**src/hw/rtl/alu3_pkg.sv**
```systemverilog
// alu3_pkg: shared types, constants and helpers of the three-operand execute unit
// no dependencies; used by the channel interfaces and every alu3 module

package alu3_pkg;

   localparam int unsigned DATA_W          = 32;
   localparam int unsigned IMM_W           = 20;
   localparam int unsigned OP_W            = 4;
   localparam int unsigned FORM_W          = 2;
   localparam int unsigned SHAMT_W         = 5;
   localparam int unsigned SMALL_IMM_BITS  = 12;
   localparam int unsigned MEDIUM_IMM_BITS = 20;
   localparam int unsigned PACK_SHIFT      = 12;
   localparam logic [DATA_W-1:0] PACK_MASK = 32'h0000_0fff;

   typedef logic [DATA_W-1:0] word_type;

   typedef enum logic [OP_W-1:0] {
      OP_ADD     = 4'd0,
      OP_SUB     = 4'd1,
      OP_MUL     = 4'd2,
      OP_SRL     = 4'd3,
      OP_SRA     = 4'd4,
      OP_SLL     = 4'd5,
      OP_LT      = 4'd6,
      OP_EQ      = 4'd7,
      OP_GE      = 4'd8,
      OP_AND     = 4'd9,
      OP_ANDN    = 4'd10,
      OP_OR      = 4'd11,
      OP_ORN     = 4'd12,
      OP_XOR     = 4'd13,
      OP_PACK    = 4'd14,
      OP_TESTBIT = 4'd15
   } op_type;

   typedef enum logic [FORM_W-1:0] {
      FORM_REG_REG_IMM  = 2'd0,
      FORM_REG_IMM_REG  = 2'd1,
      FORM_IMM_REG_REG  = 2'd2,
      FORM_ZERO_REG_IMM = 2'd3
   } form_type;

   typedef struct packed {
      op_type   op;
      word_type a;
      word_type b;
      word_type c;
   } slots_type;

   typedef struct packed {
      word_type val;
      word_type c;
   } partial_type;

   // sign extension of the raw immediate from its low n bits
   function automatic word_type sext_imm(logic [IMM_W-1:0] raw, int unsigned n);
      word_type v;
      word_type res;
      v = word_type'(raw);
      for (int i = 0; i < DATA_W; i++) begin
         res[i] = (i < n) ? v[i] : v[n-1];
      end
      return res;
   endfunction

endpackage

```
**src/hw/rtl/alu3_req_if.sv**
```systemverilog
// alu3_req_if: request channel of the execute unit (opcode, form, registers, immediate)
// depends on alu3_pkg for field widths

interface alu3_req_if;
   logic                                 valid;
   logic                                 ready;
   logic [alu3_pkg::OP_W-1:0]            req_type;
   logic [alu3_pkg::FORM_W-1:0]          operand_form;
   logic signed [alu3_pkg::DATA_W-1:0]   first_reg;
   logic signed [alu3_pkg::DATA_W-1:0]   second_reg;
   logic [alu3_pkg::IMM_W-1:0]           imm_bits;

   modport source (output valid, req_type, operand_form, first_reg, second_reg, imm_bits,
                   input ready);
   modport sink   (input valid, req_type, operand_form, first_reg, second_reg, imm_bits,
                   output ready);
endinterface

```
**src/hw/rtl/alu3_rsp_if.sv**
```systemverilog
// alu3_rsp_if: result channel of the execute unit
// depends on alu3_pkg for field widths

interface alu3_rsp_if;
   logic                                 valid;
   logic                                 ready;
   logic signed [alu3_pkg::DATA_W-1:0]   result;

   modport source (output valid, result, input ready);
   modport sink   (input valid, result, output ready);
endinterface

```
**src/hw/rtl/alu_three_operand_add_immediate.sv**
```systemverilog
// alu_three_operand_add_immediate: top level of the three-operand execute unit
// depends on alu3_pkg, alu3_req_if, alu3_rsp_if, alu3_place, alu3_exec and alu3_sum
//
// usage
//   req_chan carries one instruction per transfer: opcode, operand form, the two
//   register values and the raw immediate. rsp_chan returns one 32-bit result per
//   request, in request order, as (a op b) + c.
//   three register stages: operand placement, operation (multiplier and shifter),
//   final add. a result is offered once it reaches the final add register, having
//   passed the placement and operation registers in order.
//   throughput is one transfer per cycle while rsp_chan is taken;
//   the stage holding the multiplier and the shifter sets the clock period.
//   each stage takes a new item whenever it is empty or its successor moves, so
//   req_chan.ready stays high while rsp_chan is being taken.
//   when the receiver stalls, results stay held in the stages and requests are
//   still taken until all three stages are full; then req_chan.ready drops.
//   reset clears only the stage valid bits; the data registers are not reset.

module alu_three_operand_add_immediate (
   input  logic          clock,
   input  logic          reset,
   alu3_req_if.sink      req_chan,
   alu3_rsp_if.source    rsp_chan
);

   logic                    place_valid;
   logic                    place_ready;
   alu3_pkg::slots_type     place_slots;
   logic                    exec_valid;
   logic                    exec_ready;
   alu3_pkg::partial_type   exec_part;

   alu3_place u_place (
      .clock     (clock),
      .reset     (reset),
      .req_chan  (req_chan),
      .out_valid (place_valid),
      .out_slots (place_slots),
      .out_ready (place_ready)
   );

   alu3_exec u_exec (
      .clock     (clock),
      .reset     (reset),
      .in_valid  (place_valid),
      .in_slots  (place_slots),
      .in_ready  (place_ready),
      .out_valid (exec_valid),
      .out_part  (exec_part),
      .out_ready (exec_ready)
   );

   alu3_sum u_sum (
      .clock    (clock),
      .reset    (reset),
      .in_valid (exec_valid),
      .in_part  (exec_part),
      .in_ready (exec_ready),
      .rsp_chan (rsp_chan)
   );

endmodule

```
**src/hw/rtl/alu3_place.sv**
```systemverilog
// alu3_place: first pipeline stage, sign-extends the immediate and fills slots a, b and c
// depends on alu3_pkg and alu3_req_if

module alu3_place (
   input  logic                  clock,
   input  logic                  reset,
   alu3_req_if.sink              req_chan,
   output logic                  out_valid,
   output alu3_pkg::slots_type   out_slots,
   input  logic                  out_ready
);

   logic                  valid_ff;
   logic                  valid_in;
   alu3_pkg::slots_type   slots_ff;
   alu3_pkg::slots_type   slots_in;
   alu3_pkg::word_type    small_imm;
   alu3_pkg::word_type    wide_imm;
   logic                  advance;

   assign advance        = !valid_ff || out_ready;
   assign req_chan.ready = advance;

   always_comb begin
      small_imm    = alu3_pkg::sext_imm(req_chan.imm_bits, alu3_pkg::SMALL_IMM_BITS);
      wide_imm     = alu3_pkg::sext_imm(req_chan.imm_bits, alu3_pkg::MEDIUM_IMM_BITS);
      slots_in.op  = alu3_pkg::op_type'(req_chan.req_type);
      unique case (alu3_pkg::form_type'(req_chan.operand_form))
         alu3_pkg::FORM_REG_REG_IMM: begin
            slots_in.a = req_chan.first_reg;
            slots_in.b = req_chan.second_reg;
            slots_in.c = small_imm;
         end
         alu3_pkg::FORM_REG_IMM_REG: begin
            slots_in.a = req_chan.first_reg;
            slots_in.b = small_imm;
            slots_in.c = req_chan.second_reg;
         end
         alu3_pkg::FORM_IMM_REG_REG: begin
            slots_in.a = small_imm;
            slots_in.b = req_chan.first_reg;
            slots_in.c = req_chan.second_reg;
         end
         alu3_pkg::FORM_ZERO_REG_IMM: begin
            slots_in.a = '0;
            slots_in.b = req_chan.first_reg;
            slots_in.c = wide_imm;
         end
      endcase
      valid_in = advance ? req_chan.valid : valid_ff;
   end

   always_ff @(posedge clock) begin
      if (reset) begin
         valid_ff <= 1'b0;
      end else begin
         valid_ff <= valid_in;
      end
   end

   always_ff @(posedge clock) begin
      if (advance && req_chan.valid) begin
         slots_ff <= slots_in;
      end
   end

   assign out_valid = valid_ff;
   assign out_slots = slots_ff;

endmodule

```
**src/hw/rtl/alu3_exec.sv**
```systemverilog
// alu3_exec: second pipeline stage, applies the opcode to slots a and b
// depends on alu3_pkg

module alu3_exec (
   input  logic                   clock,
   input  logic                   reset,
   input  logic                   in_valid,
   input  alu3_pkg::slots_type    in_slots,
   output logic                   in_ready,
   output logic                   out_valid,
   output alu3_pkg::partial_type  out_part,
   input  logic                   out_ready
);

   logic                    valid_ff;
   logic                    valid_in;
   alu3_pkg::partial_type   part_ff;
   alu3_pkg::partial_type   part_in;
   alu3_pkg::word_type      a;
   alu3_pkg::word_type      b;
   logic                    big_amount;
   logic [alu3_pkg::SHAMT_W-1:0] shamt;
   logic                    lt;
   logic                    advance;

   assign advance  = !valid_ff || out_ready;
   assign in_ready = advance;

   always_comb begin
      a          = in_slots.a;
      b          = in_slots.b;
      big_amount = |b[alu3_pkg::DATA_W-1:alu3_pkg::SHAMT_W];
      shamt      = b[alu3_pkg::SHAMT_W-1:0];
      lt         = $signed(a) < $signed(b);
      part_in.c  = in_slots.c;
      unique case (in_slots.op)
         alu3_pkg::OP_ADD:     part_in.val = a + b;
         alu3_pkg::OP_SUB:     part_in.val = a - b;
         alu3_pkg::OP_MUL:     part_in.val = a * b;
         alu3_pkg::OP_SRL:     part_in.val = big_amount ? '0 : (a >> shamt);
         alu3_pkg::OP_SRA: begin
            part_in.val = big_amount ? {alu3_pkg::DATA_W{a[alu3_pkg::DATA_W-1]}}
                                     : alu3_pkg::word_type'($signed(a) >>> shamt);
         end
         alu3_pkg::OP_SLL:     part_in.val = big_amount ? '0 : (a << shamt);
         alu3_pkg::OP_LT:      part_in.val = {alu3_pkg::DATA_W{lt}};
         alu3_pkg::OP_EQ:      part_in.val = {alu3_pkg::DATA_W{a == b}};
         alu3_pkg::OP_GE:      part_in.val = {alu3_pkg::DATA_W{!lt}};
         alu3_pkg::OP_AND:     part_in.val = a & b;
         alu3_pkg::OP_ANDN:    part_in.val = a & ~b;
         alu3_pkg::OP_OR:      part_in.val = a | b;
         alu3_pkg::OP_ORN:     part_in.val = a | ~b;
         alu3_pkg::OP_XOR:     part_in.val = a ^ b;
         alu3_pkg::OP_PACK:    part_in.val = (a << alu3_pkg::PACK_SHIFT) | (b & alu3_pkg::PACK_MASK);
         alu3_pkg::OP_TESTBIT: part_in.val = {alu3_pkg::DATA_W{!big_amount && a[shamt]}};
      endcase
      valid_in = advance ? in_valid : valid_ff;
   end

   always_ff @(posedge clock) begin
      if (reset) begin
         valid_ff <= 1'b0;
      end else begin
         valid_ff <= valid_in;
      end
   end

   always_ff @(posedge clock) begin
      if (advance && in_valid) begin
         part_ff <= part_in;
      end
   end

   assign out_valid = valid_ff;
   assign out_part  = part_ff;

endmodule

```
**src/hw/rtl/alu3_sum.sv**
```systemverilog
// alu3_sum: last pipeline stage, adds slot c and holds the result for the response channel
// depends on alu3_pkg and alu3_rsp_if

module alu3_sum (
   input  logic                   clock,
   input  logic                   reset,
   input  logic                   in_valid,
   input  alu3_pkg::partial_type  in_part,
   output logic                   in_ready,
   alu3_rsp_if.source             rsp_chan
);

   logic                  valid_ff;
   logic                  valid_in;
   alu3_pkg::word_type    result_ff;
   alu3_pkg::word_type    result_in;
   logic                  advance;

   assign advance  = !valid_ff || rsp_chan.ready;
   assign in_ready = advance;

   always_comb begin
      result_in = in_part.val + in_part.c;
      valid_in  = advance ? in_valid : valid_ff;
   end

   always_ff @(posedge clock) begin
      if (reset) begin
         valid_ff <= 1'b0;
      end else begin
         valid_ff <= valid_in;
      end
   end

   always_ff @(posedge clock) begin
      if (advance && in_valid) begin
         result_ff <= result_in;
      end
   end

   assign rsp_chan.valid  = valid_ff;
   assign rsp_chan.result = result_ff;

endmodule
```
**src/flat_wrapper.sv**
```systemverilog
// flat-port wrapper written by rule: the top's interface ports become plain ports
module alu_three_operand_add_immediate_flat 
  (clock, reset, req_chan_valid, req_chan_req_type, req_chan_operand_form, req_chan_first_reg, req_chan_second_reg, req_chan_imm_bits, req_chan_ready, rsp_chan_valid, rsp_chan_result, rsp_chan_ready);
  alu3_req_if req_chan_i ();
  alu3_rsp_if rsp_chan_i ();
  input  logic clock;
  input  logic reset;
  input wire logic [$bits(req_chan_i.valid)-1:0] req_chan_valid;
  input wire logic [$bits(req_chan_i.req_type)-1:0] req_chan_req_type;
  input wire logic [$bits(req_chan_i.operand_form)-1:0] req_chan_operand_form;
  input wire logic [$bits(req_chan_i.first_reg)-1:0] req_chan_first_reg;
  input wire logic [$bits(req_chan_i.second_reg)-1:0] req_chan_second_reg;
  input wire logic [$bits(req_chan_i.imm_bits)-1:0] req_chan_imm_bits;
  output wire logic [$bits(req_chan_i.ready)-1:0] req_chan_ready;
  output wire logic [$bits(rsp_chan_i.valid)-1:0] rsp_chan_valid;
  output wire logic [$bits(rsp_chan_i.result)-1:0] rsp_chan_result;
  input wire logic [$bits(rsp_chan_i.ready)-1:0] rsp_chan_ready;
  assign req_chan_i.valid = req_chan_valid;
  assign req_chan_i.req_type = req_chan_req_type;
  assign req_chan_i.operand_form = req_chan_operand_form;
  assign req_chan_i.first_reg = req_chan_first_reg;
  assign req_chan_i.second_reg = req_chan_second_reg;
  assign req_chan_i.imm_bits = req_chan_imm_bits;
  assign req_chan_ready = req_chan_i.ready;
  assign rsp_chan_valid = rsp_chan_i.valid;
  assign rsp_chan_result = rsp_chan_i.result;
  assign rsp_chan_i.ready = rsp_chan_ready;
  alu_three_operand_add_immediate u_core (.clock(clock), .reset(reset), .req_chan(req_chan_i), .rsp_chan(rsp_chan_i));
endmodule
```
**config.mk**
```make
export PLATFORM = sky130hd
export DESIGN_NAME = alu_three_operand_add_immediate_flat
export DESIGN_NICKNAME = d
export VERILOG_FILES = /design/src/hw/rtl/alu3_pkg.sv /design/src/hw/rtl/alu3_req_if.sv /design/src/hw/rtl/alu3_rsp_if.sv /design/src/hw/rtl/alu_three_operand_add_immediate.sv /design/src/hw/rtl/alu3_place.sv /design/src/hw/rtl/alu3_exec.sv /design/src/hw/rtl/alu3_sum.sv /design/src/flat_wrapper.sv
export SDC_FILE = /design/constraint.sdc
export NUM_CORES = 2
export LEC_CHECK = 0
export BUFFER_PORTS_ARGS = -buffer_cell sky130_fd_sc_hd__buf_2
export CORE_MARGIN = 5
export CORE_UTILIZATION = 42
export CTS_CLUSTER_DIAMETER = 50
export DETAILED_ROUTE_END_ITERATION = 10
export SYNTH_ARGS = -nofsm -noshare
export SYNTH_HDL_FRONTEND = slang
export SYNTH_HIERARCHICAL = 1
export SYNTH_SLANG_ARGS = --single-unit
```
**constraint.sdc**
```tcl
create_clock -name clock -period 10.7 [get_ports clock]
set_input_delay 1.07 -clock clock [delete_from_list [all_inputs] [get_ports clock]]
set_output_delay 1.07 -clock clock [all_outputs]
set_load 0.01 [all_outputs]
```
# --- Word-level counts from Yosys, hierarchy flattened ---
# Cells that the tools add are included.
# W data, S select, Z words.
totals:
  ff_bits: 199
  in_bits: 94
  out_inout_bits: 34
  word_cells: 67
classes:
  add_sub_neg: 3
  n_mul: 1
  magnitude_cmp: 2
  eq_ne: 19
  shift: 3
  mux: 7
  bitwise: 7
  reduce_logical: 15
ops:
  columns: ["op", "count"]
  rows:
  - ["$pmux W32 S16", 1]
  - ["$pmux W96 S4", 1]
  - ["$mux W32", 3]
  - ["$add A32 B32 Y32", 2]
  - ["$and A32 B32 Y32", 2]
  - ["$or A32 B32 Y32", 2]
  - ["$eq A32 B32 Y1", 1]
  - ["$eq A4 B4 Y1 const B", 8]
  - ["$lt A32 B32 Y1", 1]
  - ["$mul A32 B32 Y32", 1]
  - ["$not A32 Y32", 1]
  - ["$or A32 B12 Y32", 1]
  - ["$shl A32 B5 Y32", 1]
  - ["$shr A32 B5 Y32", 1]
  - ["$sshr A32 B5 Y32", 1]
  - ["$sub A32 B32 Y32", 1]
  - ["$xor A32 B32 Y32", 1]
  - ["$reduce_or A27 Y1", 1]
  - ["$eq A4 B3 Y1 const B", 4]
  - ["$eq A4 B2 Y1 const B", 2]
  - ["$lt A5 B6 Y1 const B", 1]
  - ["$bmux W1 S5", 1]
  - ["$logic_not A1 Y1", 5]
  - ["$eq A2 B2 Y1 const B", 2]
  - ["7 further kinds", 12]

# --- Longest topological paths before layout ---
depth:
  word_depth: 5
  depth_mapped: 33
  depth_no_buf: 27

# --- Hierarchy ---
# Netlist, hierarchy kept.
by_module_without_submodules:
  columns: ["mod", "instances", "cells_per_inst", "area_each_um2", "seq_area_each_um2"]
  rows:
  - ["alu3_exec", 1, 3296, 27594.0, 1941.9]
  - ["alu3_place", 1, 361, 4918.5, 3022.9]
  - ["alu3_sum", 1, 281, 2755.1, 980.9]

# --- Least setup slack after synthesis ---
# OpenSTA, ideal clock, no wires.
synth_path:
  kind: "flip-flop to flip-flop"
  from: "reg u_core.u_place.slots_ff (netlist bit u_core/u_place/out_slots[35])"
  to: "reg u_core.u_exec.part_ff (netlist bit u_core/u_exec/out_part[61]) (data pin)"
  setup_ps: 278
  arrival_time_ps: 8140
  required_time_ps: 10422
  slack_ps: 2282
  stages_incl_launch_ff: 31
  path_buffers: 7
  period_less_slack_ps: 8418
  cell_sequence: "edfxtp_1 buf_4 clkbuf_1 clkbuf_1 clkbuf_1 clkbuf_1 clkbuf_1 clkbuf_1 and2_1 fa_1 inv_1 fa_1 fa_1 fa_1 inv_1 fa_1 inv_1 fa_1 inv_1 fa_1 fa_1 ha_1 a21o_1 a21o_1 a21o_1 and2_1 a31oi_1 o22a_1 nor4_1 a2111oi_0 a22oi_1"
synth_lines:
  columns: ["element", "line", "rtl"]
  rows:
  - ["start, declared", "alu3_place.sv:15", "alu3_pkg::slots_type slots_ff;"]
  - ["start signal, assigned", "alu3_place.sv:63", "slots_ff <= slots_in;"]
  - ["end signal, assigned", "alu3_exec.sv:70", "part_ff <= part_in;"]
  - ["end, declared", "alu3_exec.sv:17", "alu3_pkg::partial_type part_ff;"]

==> results.md <==
- Mapped Nets: around 4700
- Number of register bits inferred by synthesis: ~200
- Count of input and output buffers: between 100 and 150
- Worst setup SP type: flop
- Die Y: between 200 and 300 µm
- GRT Util Overall: 30.2%
- Via count: between 30000 and 40000
- Fin nets: ~4600
- Worst hold path class: reg -> reg
- CP peak stage delay: ~1.2 ns
- Share of layout cells above drive strength 1: under 10%
- Fill cell count: 8282
- EDFF count, synth: approximately 200
- Most common cell after layout, fill and taps aside: inv_1
- Ys Warns: 6
- Final Hold Viols: 0
- Final wirelength: 138000 µm
- Synth Flop Type: edfxtp_1
- Number of global-route vias before repair: 30239
- Register area share after synthesis: between 15 and 20%
- Critical path, cell by cell: buf_4, and2_1, fa_1, inv_1, fa_1, fa_1, fa_1, inv_1, fa_1, ha_1, fa_1, fa_1, ha_1, o21a_1, o21ai_0, a31oi_1, a31oi_1, a311oi_1, nand4_1, nor3_1, nor3_1
- # setup viols final: 0
- Starting density of the core: a little over two fifths
- Total of max-cap violations: 0
- Hpwl dp: about 100000 µm
- Ports: about 130
- CTS Hold Bufs: 0
- Synth Cell Area: roughly 35000 µm²
- Worst slew pin tran: ~1.3 ns
- H-tree levels: 4
- Initial antenna violation count: 6
- Final core utilization: 44.7%
- Drt wl/cell: between 20 and 30 µm
- Crit-path most repeated cell: fa_1
- Core area: 83400 µm²
- Die area: about 90000 µm²
- Post-CTS setup buffers: 0
- Die width: 300 µm
- CTS tree: yes
- TritonRoute pass-1 iters: 8
- DRC violations left: 0
- RSZ-0062 raised after global routing: false
- Largest net degree at the start of global routing: ~110
- Reg2Reg Depth: 21
- TNS Setup: 0 ns
- Global-route wire length before repair: slightly above 200000 µm
- Final Skew: about 0.021 ns
- Top cells by area, synth: fa_1 (23%), edfxtp_1 (17%), ha_1 (7.7%), and2_1 (5.1%), inv_1 (5.1%)
- Stages on worst setup path: 21
- Fmax: 120 MHz
- Period utilization: 77.9%
- CTS Buf Count: 17
- GRT overflow: 0
- Fin. max-slew vios: 0
- Synth Instances: between 3000 and 4000
- Max FO, Critical Path: 19
- WP data required: ~11 ns
- Commonest non-fill, non-tap cells in the layout: inv_1 (477), fa_1 (411), nand2_1 (378), and2_1 (288), nor2_1 (254)
- Post-DRT Antenna Nets: 0
- CTS max path bufs: 2
- Iter 0 DRT Violations: about 3500
- Syn Area/Cell: 8.96 µm²
- Worst rel slew slack: roughly 13%
- Largest area contributor in the netlist: fa_1
- CP Capture Type: flop
- P&R area growth vs syn: 5.64%
- Slowest CP cell: edfxtp_1
- Min Tclk post-route: 8.33 ns
- Worst path top cell family by delay: adder cells
- CTS clk-pin slew, worst paths: 0.10 ns
- Gpl congestion: roughly 1.0
- Async S/R FF share, synth: 0%
- Post-synth top area share: 23.3%
- Status: finished, final reports clean
- CTS root buf: clkbuf_16
- Vias per cell: roughly 6
- Min-Delay Path Depth: 0
- CP Buf/Inv Count: 3
- Crit path DAT: between 8 and 9 ns
- WS Path Type: reg -> reg
- # resized after CTS: 0
- Sink Count: 199
- Netlist cell types: roughly 110
- Clk_lat worst skew: slightly below 0.5 ns
- Row cnt: 106
through the flow:
| step | area [µm²] | instances | worst slack (ns) | hold slack [ns] |
|---|---|---|---|---|
| detailed placement | 36700 | 4942 | 2.43 | 0.405 |
| CTS | 37300 | 4974 | 2.42 | 0.423 |
| finish | 37300 | 4975 | 2.37 | 0.421 |
| global route | 37300 | 4974 | 2.03 | 0.435 |
| global placement | 36700 | 4942 | 2.47 | 0.401 |
| floorplan | 35300 | 3938 | 2.28 | 0.400 |
worst paths after layout:
path                                                   start                    endpoint  slack, ns
worst max-delay path            u_core/u_place/out_slots[76]  u_core/u_exec/out_part[53]       2.37
worst min-delay path             u_core/u_place/out_slots[2]   u_core/u_exec/out_part[2]       0.42
worst max register to register  u_core/u_place/out_slots[76]  u_core/u_exec/out_part[53]       2.37
worst min register to register   u_core/u_place/out_slots[2]   u_core/u_exec/out_part[2]       0.42
Yosys cell counts, types with 104 or more instances:
library cell,count
inv_1,478
fa_1,411
nand2_1,378
and2_1,290
nor2_1,254
clkbuf_1,220
ha_1,218
edfxtp_1,196
a21oi_1,191
o21ai_0,185
mux2i_1,144
xnor2_1,104
final cells by class:
cell class | instances | area (µm²) | share of cell area (%)
Multi-Input combinational cell | 2955 | 26200 | 70.3
Tap cell | 1080 | 1350 | 3.63
Sequential cell | 199 | 5950 | 16.0
Inverter | 483 | 1810 | 4.87
Timing Repair Buffer | 225 | 1390 | 3.73
Clock inverter | 13 | 140 | 0.376
Antenna cell | 1 | 2.50 | 0.00672
Clock buffer | 19 | 433 | 1.16
state kept, by name, summed over array words and instances, names as in the netlist:
signal                        flops
u_core/u_place/out_valid          1
u_core/u_sum/rsp_chan.valid       1
u_core/u_exec/out_valid           1
u_core/u_exec/out_part           64
u_core/u_place/out_slots        100
u_core/u_sum/rsp_chan.result     32
per-layer routing:
metal  vias to the layer above  wire length [µm]  GRT usage [%]
li1                      13241                 -              -
met1                     15367             56200           42.0
met2                      1676             60000           45.4
met3                       365             13800           6.28
met4                         2              8070           14.0
met5                         -                13              0
cells by family (layout without fill, tap and decap cells):
family	count (synthesis)	after routing	share of synthesized area, %
AOI/OAI and AO/OA	779	779	14.7
xor gates and xnor gates	136	136	3.44
adders and majority gates	629	629	31.1
buffers and inverters	784	740	8.95
DFF	199	199	16.9
muxes	235	235	8.63
other	0	1	0
and+or+nand+nor	1176	1176	16.3
Power is left out: the tool's default activity adds up to more than one toggle a clock period on the data nets, which glitch-free logic cannot reach.
